File: config.mk
export PLATFORM = sky130hd
export DESIGN_NAME = ccts_div
export DESIGN_NICKNAME = d
export VERILOG_FILES = /design/src/ccts_pkg.sv /design/src/ccts_div.sv
export SDC_FILE = /design/constraint.sdc
export NUM_CORES = 1
export LEC_CHECK = 0
export ABC_AREA = 1
export BUFFER_PORTS_ARGS = -buffer_cell sky130_fd_sc_hd__buf_4
export CAP_MARGIN = 25
export CORE_ASPECT_RATIO = 0.6
export CORE_MARGIN = 1
export CORE_UTILIZATION = 34
export CTS_CLUSTER_DIAMETER = 120
export DETAILED_ROUTE_END_ITERATION = 8
export PLACE_DENSITY_LB_ADDON = 0.05
export SYNTH_ARGS = -nofsm -noshare
export SYNTH_HDL_FRONTEND = slang
export SYNTH_SLANG_ARGS = --single-unit
File: constraint.sdc
create_clock -name clk -period 3.8 [get_ports clk]
set_input_delay 0.19 -clock clk [delete_from_list [all_inputs] [get_ports clk]]
set_output_delay 0.19 -clock clk [all_outputs]
set_load 0.01 [all_outputs]
File: src/ccts_pkg.sv
// Package of the compartment chain trapezoid stepper: widths, codes, payload types.
// Used by every module of the block; depends on nothing.
`default_nettype none

package ccts_pkg;

  localparam int VALUE_WIDTH    = 48;
  localparam int MAX_STAGES_DEF = 16;
  localparam int RATE_WIDTH     = 32;
  localparam int STAGE_WIDTH    = 5;
  localparam int SLOT_WIDTH     = 6;
  localparam int POP_WIDTH      = 48;
  localparam int CFG_IDX_WIDTH  = 3;
  localparam int COEF_WIDTH     = 40;
  localparam int NUM_WIDTH      = VALUE_WIDTH + 42;
  localparam int QUO_WIDTH      = VALUE_WIDTH + 1;
  localparam int MUL_A_WIDTH    = VALUE_WIDTH + 1;
  localparam int SUMSQ_WIDTH    = 2 * VALUE_WIDTH + 8;
  localparam int PROD_WIDTH     = MUL_A_WIDTH + SUMSQ_WIDTH;
  localparam int FRAC_SHIFT     = 29;
  localparam int TOL_SHIFT      = 28;

  localparam logic signed [COEF_WIDTH-1:0] ONE_Q =
    {{(COEF_WIDTH-FRAC_SHIFT-1){1'b0}}, 1'b1, {FRAC_SHIFT{1'b0}}};

  typedef enum logic [1:0] {
    OP_LOAD, OP_FORWARD, OP_BACKWARD, OP_PASS_END
  } opcode_t;

  typedef enum logic [CFG_IDX_WIDTH-1:0] {
    CFG_LATENT_RATE, CFG_INFECTIOUS_RATE, CFG_REMOVAL_RATE,
    CFG_LATENT_STAGES, CFG_INFECTIOUS_STAGES, CFG_TOLERANCE_SQ
  } cfg_index_t;

  typedef enum logic [4:0] {
    ST_IDLE, ST_LOAD_PUT,
    ST_STEP_RD, ST_STEP_MUL, ST_STEP_MUL_WAIT, ST_STEP_DIV, ST_STEP_DIV_WAIT,
    ST_STEP_SAT, ST_STEP_FLOW, ST_STEP_FLOW_WAIT,
    ST_PASS_RD, ST_PASS_DIFF, ST_PASS_DIFF_WAIT, ST_PASS_SNAP, ST_PASS_SNAP_WAIT,
    ST_PASS_TOL, ST_PASS_TOL_WAIT,
    ST_EMIT_RD, ST_EMIT_PUT
  } state_t;

  typedef struct packed {
    opcode_t                 opcode;
    logic [SLOT_WIDTH-1:0]   slot;
    logic [POP_WIDTH-1:0]    load_value;
    logic [POP_WIDTH-1:0]    incidence;
    logic [POP_WIDTH-1:0]    births;
    logic [RATE_WIDTH-1:0]   mortality_earlier;
    logic [RATE_WIDTH-1:0]   mortality_later;
  } in_t;

  typedef struct packed {
    logic [SLOT_WIDTH-1:0]          out_slot;
    logic signed [VALUE_WIDTH-1:0]  out_value;
    logic                           converged;
    logic                           overflow;
    logic                           last;
  } out_t;

endpackage

`default_nettype wire

File: src/ccts_div.sv
// Shared restoring divider of the stepper, one quotient bit per cycle.
// Flags a quotient that cannot fit before iterating; depends on ccts_pkg.
`default_nettype none

module ccts_div (
  input  logic                               clk,
  input  logic                               rst,
  input  logic                               start,
  input  logic [ccts_pkg::NUM_WIDTH-1:0]     num,
  input  logic [ccts_pkg::COEF_WIDTH-1:0]    den,
  output logic                               busy,
  output logic                               big,
  output logic [ccts_pkg::QUO_WIDTH-1:0]     quotient
);

  localparam int NW = ccts_pkg::NUM_WIDTH;
  localparam int DW = ccts_pkg::COEF_WIDTH;
  localparam int QW = ccts_pkg::QUO_WIDTH;
  localparam int TW = NW - QW;
  localparam int CW = $clog2(QW + 1);

  logic [DW-1:0] rem;
  logic [DW-1:0] dreg;
  logic [QW-1:0] lo;
  logic [CW-1:0] count;
  logic [DW:0]   trial;
  logic [DW:0]   diff;
  logic          fits;

  assign trial    = {rem, lo[QW-1]};
  assign diff     = trial - {1'b0, dreg};
  assign fits     = (trial >= {1'b0, dreg});
  assign busy     = (count != '0);
  assign quotient = lo;

  always_ff @(posedge clk) begin
    if (rst) begin
      count <= '0;
    end else if (start) begin
      count <= CW'(QW);
    end else if (busy) begin
      count <= count - 1'b1;
    end
  end

  always_ff @(posedge clk) begin
    if (start) begin
      dreg <= den;
      big  <= (num[NW-1:QW] >= TW'(den));
      rem  <= DW'(num[NW-1:QW]);
      lo   <= num[QW-1:0];
    end else if (busy) begin
      rem <= fits ? diff[DW-1:0] : trial[DW-1:0];
      lo  <= {lo[QW-2:0], fits};
    end
  end

endmodule

`default_nettype wire

-- Word-level counts from Yosys, hierarchy flattened
Cells that the tools add are included.
- logic and storage cells: 20
- input bits: 133
- output and inout port bits: 51
- register bits: 136
- order comparisons: 2
- add/sub/neg operators: 2
- muxes and demuxes: 7
- reductions and logical operators: 3
- operator list (operator ; number):
    $mux W40 ; 3
    $mux W49 ; 2
    $ge A41 B40 Y1 ; 2
    $sub A40 B40 Y40 ; 1
    $mux W6 ; 2
    $reduce_bool A6 Y1 ; 1
    $sub A6 B1 Y6 const B ; 1
    $reduce_bool A2 Y1 ; 1
    $reduce_or A2 Y1 ; 1

-- Logic depth before layout (Yosys ltp)
Gate-level depths: netlist (run 1).
- depth in word-level cells: 4
- mapped depth: 17
- depth with buffers taken out: 17

-- Least setup slack after synthesis (run 1)
No wires, ideal clock.
- path type: input to register
- start: input start
- end: register lo[0] (netlist: quotient[0]), enable pin
- path buffers: 3
- arrival: 2.507 ns
- setup time: 0.854 ns
- path slack: 0.439 ns
- stages on the path: 5
- cell sequence: clkbuf_1 inv_1 clkbuf_1 clkbuf_1 nand2_1
- word-level cells in the longest chain between the ends: 1
- RTL lines (item ; RTL line ; RTL):
    start: declaration ; ccts_div.sv:8 ; input logic start,
    $reduce_bool A2 Y1 (no line) ; n/a ;
    end signal: assignment ; ccts_div.sv:51 ; lo <= num[QW-1:0];
    end signal: assignment ; ccts_div.sv:54 ; lo <= {lo[QW-2:0], fits};
    end: declaration ; ccts_div.sv:24 ; logic [QW-1:0] lo;
Every way passes these cells.
A chain may end at the register's enable or synchronous reset.

-- Worst setup path in the final report (run 1)
- start: register rem[16]
- end: register rem[33] (data pin)
- word-level cells in the longest chain between the ends: 4
- elaborated cells on any way between the ends: 5
- classes of those cells: 1 x add/sub; 1 x order compare; 3 x mux
- RTL lines (item ; RTL line ; RTL):
    start: declaration ; ccts_div.sv:22 ; logic [DW-1:0] rem;
    start signal: assignment ; ccts_div.sv:50 ; rem <= DW'(num[NW-1:QW]);
    start signal: assignment ; ccts_div.sv:53 ; rem <= fits ? diff[DW-1:0] : trial[DW-1:0];
    $sub A40 B40 Y40 or $ge A41 B40 Y1 (tied branches) ; ccts_div.sv:31, ccts_div.sv:32 ;
    $mux W40 * ; ccts_div.sv:53 ;
    $mux W40 * ; ccts_div.sv:52 ; end else if (busy) begin
    $mux W40 * ; ccts_div.sv:47 ; if (start) begin
Every way passes the cells marked *; elsewhere a longest branch is shown, timed or not. The select of a mux whose other input is x is not followed.

==> impl_metrics.env, run 1 <==
export IMPL_seq_area_frac_synth_pct=38.6
export IMPL_multi_input_area_um2=5300
export IMPL_clock_fmax_ghz=0.325
export IMPL_layout_nets=1925
export IMPL_worstPathRequired_ns=4.01
export IMPL_post_drt_wl_per_cell_um=17.3
export IMPL_crit_type="register to register"
export IMPL_dr_first_iter_drc_count=763
export IMPL_clkTransAtPathRegs_ns=0.07
export IMPL_synth_cell_types=37
export IMPL_place_hpwl_um=28700
export IMPL_hp_class="input pin to register"
export IMPL_period_share_pct=80.9
export IMPL_diodes=0
export IMPL_clock_sinks=136
export IMPL_worstMarginPinSlew_ns=0.749
export IMPL_first_pass_iters=5
export IMPL_clockBufferDepth=2
export IMPL_p_per_area_nw_per_um2=643
export IMPL_combPwrFrac_pct=54.0
export IMPL_syn_area_per_cell_um2=7.18
export IMPL_synth_fp_nets=1669
export IMPL_area_growth_pct=30.6
export IMPL_ir_drop_mv=0.283
export IMPL_routed_via_density=4.69
export IMPL_h_tree_depth=4
export IMPL_grt_ovfl_total=0
export IMPL_die_h_um=138
export IMPL_swShare_pct=46.1
export IMPL_layout_common_cells="nand2_1, inv_1, buf_4"
export IMPL_post_cts_resized=0
export IMPL_syn_inst=1454
export IMPL_initial_core_util_pct=34.7
export IMPL_fill_cells=3169
export IMPL_tritoncts="done"
export IMPL_seq_area_um2=4020
export IMPL_core_area_um2=30000
export IMPL_status="complete, no violations"
export IMPL_row_count=49
export IMPL_netSwitchingPower_uw=4040
export IMPL_regToRegStartpoint="rem[16]$_DFFE_PP_"
export IMPL_slew_headroom_pct=50.1
export IMPL_cp_end_kind="register"
export IMPL_intPower_uw=4730
export IMPL_fin_hold_ws_ns=0.0199
export IMPL_via_count=10002
export IMPL_grt_max_degree=132
export IMPL_period_needed_ns=3.07
export IMPL_gp_congestion=0.992
export IMPL_skew_ns=0.0117
export IMPL_track_usage_pct=23.7
export IMPL_worstHoldPathCells=3
export IMPL_regToRegEndpoint="rem[33]$_DFFE_PP_"
export IMPL_yosysWarnings=0
export IMPL_ios=184
export IMPL_cp_start_kind="register"
export IMPL_regToRegSetupSlack_ns=0.73
export IMPL_postRouteAntennaNets=0
export IMPL_drive_gt1_share_pct=14.9
export IMPL_port_buffers=183
export IMPL_tns_ns=0
export IMPL_leakage_uw=0.00714
export IMPL_route_detailed_drc=0
export IMPL_cp_arrival_ns=3.29
export IMPL_grt_pass1_vias=9314
export IMPL_ys_ff_latch=136
export IMPL_p_clk_share_pct=20.1
export IMPL_timing_critical_path_to="rem[33]$_DFFE_PP_"
export IMPL_mostFrequentLayoutCell="nand2_1"
export IMPL_cp_startpoint="rem[16]$_DFFE_PP_"
export IMPL_insertion_delay_ns=0.45
export IMPL_p_seq_share_pct=25.9
export IMPL_die_w_um=228
export IMPL_maxSlewViolCount=0
export IMPL_clockRootBuffer="clkbuf_16"
export IMPL_setup_violations=0
export IMPL_hold_viol=0
export IMPL_die_area_um2=31400
export IMPL_drt_wl_total_um=36800
export IMPL_max_cap_violations=0
export IMPL_crit_fanout=21
export IMPL_rsz0062_at_grt="no"
export IMPL_grt_pass1_wl_um=55400
export IMPL_r2r_cells=13
export IMPL_netlist_area_um2=10400
export IMPL_cts_buffers=17
export IMPL_antenna_found_initial=0
export IMPL_total_power_uw=8770
[repair_timing]
item | 4_1_cts | 5_1_grt
setup buffers | 0 | 0
endpoints found under the hold margin | 80 | 0
hold buffers | 79 | 0
[synth_stat cells, drive strengths merged]
cell / instances / share of area (%)
xor2: 1 / 0.084
nand4: 19 / 1.1
o21a: 2 / 0.14
and2: 4 / 0.24
a21o: 2 / 0.14
o211ai: 2 / 0.14
nand3: 81 / 4.0
nor3: 7 / 0.44
o21bai: 5 / 0.36
nand2: 615 / 22
a21oi: 44 / 2.1
or2: 1 / 0.060
inv: 252 / 9.1
o21ai: 16 / 0.77
nor3b: 1 / 0.072
xnor2: 21 / 1.8
nor4: 4 / 0.24
a31oi: 2 / 0.12
ha: 81 / 9.7
dfxtp: 6 / 1.2
edfxtp: 130 / 37
a211oi: 1 / 0.072
and3: 1 / 0.060
buf: 15 / 1.1
nor2: 82 / 3.5
fa: 1 / 0.19
clkbuf: 18 / 0.65
nand3b: 40 / 2.9
[per-stage QoR]
| stage | setup slack [ns] | instances | util [%] | cell area, µm² |
|---|---|---|---|---|
| 2_1_floorplan | 0.439 | 1454 | - | 10400 |
| 3_3_place_gp | 0.826 | 2020 | 40.7 | 12200 |
| 3_5_place_dp | 0.821 | 2020 | 40.7 | 12200 |
| 4_1_cts | 0.795 | 2131 | 45.4 | 13600 |
| 5_1_grt | 0.575 | 2131 | 45.4 | 13600 |
| 6_report | 0.726 | 2131 | 45.4 | 13600 |
[cell type report]
class / instances / share of cell area [%]
clock buffers: 18 / 3.22
multi-input cells: 1033 / 38.9
inverters: 252 / 6.94
repair buffers: 270 / 16.5
flip-flops and latches: 136 / 29.5
well taps: 408 / 3.74
clock inverters: 14 / 1.22
[critical path: stages, from the launching register on]
cell      delay (ns)
edfxtp_1        0.49
ha_1            0.46
nand2_1         0.22
nor2_4          0.16
inv_2           0.06
nor3_4          0.13
nand2_2         0.10
nor2_4          0.11
nor2_4          0.05
nand2_2         0.39
buf_4           0.40
nand3_1         0.13
nand2_1         0.08
nand2_1         0.04
[power groups by stage]
stage	combinational (µW)	sequential, µW	clock, µW
after floorplan	3100	2290	0
after global placement	4590	2280	0
after detailed placement	4560	2290	0
after CTS	4650	2260	1800
after global routing	5260	2310	1860
final	4740	2270	1760
[kinds of logic after synthesis]
| kind of cell | after synthesis | synth area share [%] |
|---|---|---|
| AO/OA/AOI/OAI | 74 | 3.86 |
| buffers and inverters | 285 | 10.8 |
| AND/OR/NAND/NOR | 855 | 35.1 |
| XOR/XNOR | 22 | 1.85 |
| flip-flops | 136 | 38.6 |
| adder cells (fa/ha/maj) | 82 | 9.90 |
[per-layer routing]
metal | global-route usage (%) | up-vias | part of all wire [%]
li1 | - | 5104 | -
met1 | 40.0 | 4610 | 58
met2 | 28.5 | 264 | 35
met3 | 4.88 | 24 | 6.1
met4 | 5.11 | 0 | 1.0
met5 | 0 | - | 0
[worst min path at each step]
| stage | start | to | slack, ns |
|---|---|---|---|
| floorplan | rst | count[4]$_SDFFE_PP0P_ | 0.26 |
| global placement | den[11] | dreg[11]$_DFFE_PP_ | 0.38 |
| detailed placement | den[8] | dreg[8]$_DFFE_PP_ | 0.38 |
| CTS | num[21] | quotient[21]$_DFFE_PP_ | 0.0006 |
| global route | num[21] | quotient[21]$_DFFE_PP_ | 0.02 |
| finish | num[12] | quotient[12]$_DFFE_PP_ | 0.02 |
[state kept, by name, indices dropped and copies added (netlist names)]
register and flops:
quotient 49, dreg 40, big 1, count 6, rem 40
(Power assumes the default switching activity.)
==> run 2, diff against run 1 <==
Settings changed: ABC_AREA 1 to 0.
Clock period 3.8 ns to 3.04 ns, I/O delays scaled along.
==> run 2 against run 1 <==
  * Design area fell by 1.5%
  * Critical path type unchanged
  * Combinational power is 31% higher
  * Count of clock-buffer cells in the layout grew 3
  * Die area shrank 11%
  * Wire length shrank 22%
==> impl_metrics.env, run 2 <==
export IMPL_dp_slack_ns=-0.128
export IMPL_maxSlewViolCount=0
export IMPL_rsz0062_at_grt="yes"
export IMPL_worstMarginPinSlew_ns=0.623
export IMPL_period_share_pct=98.6
export IMPL_status="complete, no violations"
export IMPL_cp_buffers_inverters=1
export IMPL_die_w_um=215
export IMPL_core_area_um2=26600
export IMPL_drive_gt1_share_pct=32.6
export IMPL_layout_common_cells="buf_4, edfxtp_1, inv_1"
export IMPL_synth_top_area_share_pct=42.2
export IMPL_intPower_uw=6990
export IMPL_setup_violations=0
export IMPL_p_clk_share_pct=19.5
export IMPL_die_area_um2=27900
export IMPL_ios=184
export IMPL_place_hpwl_um=21400
export IMPL_netlist_area_um2=9250
export IMPL_netSwitchingPower_uw=4390
export IMPL_antenna_found_initial=0
export IMPL_die_h_um=130
export IMPL_grt_pass1_vias=7653
export IMPL_place_inst=1502
export IMPL_crit_type="register to register"
export IMPL_fin_ws_ns=0.0425
export IMPL_dr_first_iter_drc_count=557
export IMPL_period_needed_ns=3.00
export IMPL_routed_via_density=5.08
export IMPL_track_usage_pct=20.3
export IMPL_tritoncts="done"
export IMPL_yosysWarnings=0
export IMPL_synth_largest_area_cell="edfxtp_1"
export IMPL_diodes=0
export IMPL_cp_end_kind="register"
export IMPL_skew_ns=0.0128
export IMPL_ir_drop_mv=0.361
export IMPL_clockRootBuffer="clkbuf_16"
export IMPL_mostFrequentLayoutCell="buf_4"
export IMPL_layout_nets=1469
export IMPL_met3_length_um=1200
export IMPL_cp_start_kind="register"
export IMPL_max_cap_violations=0
export IMPL_clock_fmax_ghz=0.334
export IMPL_hold_viol=0
export IMPL_grt_pass1_wl_um=43300
export IMPL_syn_inst=910
export IMPL_max_stage_delay_ns=0.47
export IMPL_dr_max_layer_used="met4"
export IMPL_synth_enable_flop_cells=130
export IMPL_fin_cells=1627
export IMPL_gp_congestion=0.902
export IMPL_area_growth_pct=45.2
export IMPL_cp_top_family="compound AO/OA/AOI/OAI gates"
export IMPL_wl_met2_um=11200
export IMPL_p_per_area_nw_per_um2=847
export IMPL_worstPathRequired_ns=3.33
export IMPL_swShare_pct=38.6
export IMPL_clock_sinks=136
export IMPL_route_detailed_drc=0
export IMPL_crit_path_cell_trace="ha_4 -> nand4_1 -> a21oi_2 -> o311a_1 -> a221o_2 -> o21ai_2 -> o41a_4 -> buf_12 -> or3_4 -> a31oi_1"
export IMPL_row_count=46
export IMPL_yosys_top_cells_area="edfxtp_1, ha_1, mux2_2"
export IMPL_async_flop_share_pct=0
export IMPL_postRouteAntennaNets=0
export IMPL_crit_fanout=11
export IMPL_post_drt_wl_per_cell_um=17.6
export IMPL_slowest_stage="o41a_4"
export IMPL_via_count=8259
export IMPL_largest_reg_flops=49
export IMPL_insertion_delay_ns=0.45
export IMPL_ys_flop_type="edfxtp_1"
export IMPL_combPwrFrac_pct=54.6
export IMPL_synth_most_common_cell="edfxtp_1"
export IMPL_drt_wl_total_um=28700
export IMPL_wl_met1_um=16000
export IMPL_slew_headroom_pct=58.4
export IMPL_syn_area_per_cell_um2=10.2
export IMPL_clockBufferDepth=2
export IMPL_ys_top_cells_by_count="edfxtp_1, inv_1, ha_1"
export IMPL_leakage_uw=0.00594
export IMPL_h_tree_depth=4
export IMPL_cp_arrival_ns=3.29
export IMPL_seq_area_frac_synth_pct=43.5
export IMPL_port_buffers=183
export IMPL_fin_util_pct=50.5
export IMPL_synth_cell_types=68
export IMPL_clkTransAtPathRegs_ns=0.06
export IMPL_cts_buffers=17
export IMPL_total_power_uw=11400
export IMPL_initial_core_util_pct=34.8
export IMPL_grt_max_degree=56
export IMPL_grt_ovfl_total=0
export IMPL_first_pass_iters=7
export IMPL_synth_fp_nets=1125
export IMPL_ys_ff_latch=136
export IMPL_p_seq_share_pct=26.0
export IMPL_hp_class="input pin to register"
## run 2: worst paths after layout
kind | startpoint | cells after the start | slack, ns | end
worst min-delay path | num[10] | 2 | 0.02 | quotient[10]$_DFFE_PP_
worst min register to register | count[5]$_SDFFE_PP0P_ | 2 | 0.50 | count[4]$_SDFFE_PP0P_
worst max-delay path | rem[3]$_DFFE_PP_ | 10 | 0.04 | rem[6]$_DFFE_PP_
worst max register to register | rem[3]$_DFFE_PP_ | 10 | 0.04 | rem[6]$_DFFE_PP_
## run 2: power by group through the flow
stage | clock, µW | combinational (µW) | sequential (µW)
2_1_floorplan | 0 | 3410 | 2930
3_3_place_gp | 0 | 5600 | 2950
3_5_place_dp | 0 | 5600 | 2950
4_1_cts | 2260 | 5890 | 2930
5_1_grt | 2330 | 6750 | 3010
6_report | 2220 | 6210 | 2950
## run 2: cells by family (layout without fill, tap and decap cells)
family / count (synthesis) / count (layout) / synth area share (%)
XOR/XNOR: 35 / 35 / 3.31
buffers and inverters: 143 / 500 / 6.35
flip-flops: 136 / 136 / 43.5
AO/OA/AOI/OAI: 233 / 233 / 17.2
multiplexers: 61 / 61 / 7.25
adder cells (fa/ha/maj): 82 / 82 / 11.2
AND/OR/NAND/NOR: 220 / 220 / 11.2
## run 2: per-stage QoR
stage / cell area (µm²) / TNS (ns) / hold slack [ns]
floorplan: 9250 / 0 / 0.221
global placement: 11600 / -0.960 / 0.340
detailed placement: 11600 / -2.07 / 0.341
CTS: 13200 / 0 / 0.000331
global route: 13400 / -0.303 / 0.00635
finish: 13400 / 0 / 0.0158
## run 2: timing repair
item | in CTS | in global routing
pin swaps | 2 | 14
endpoints found under the setup margin | 38 | 42
hold buffers | 90 | 0
resized for setup | 12 | 39
gates cloned | 1 | 0
buffers inserted | 0 | 2
hold endpoints to repair | 95 | 0
## run 2: final cells by class
type | instances | area [µm²]
Fill cell | 2541 | 13200
Multi-Input combinational cell | 631 | 4890
Sequential cell | 136 | 4020
Timing Repair Buffer | 372 | 3080
Clock buffer | 21 | 470
Tap cell | 360 | 450
Inverter | 96 | 360
Clock inverter | 11 | 145
## run 2: layer usage
layer  GRT usage, %  up-vias
met3           4.08       20
met5              0        -
met2           26.3      185
met4           4.96        0
met1           33.2     3975
li1               -     4079
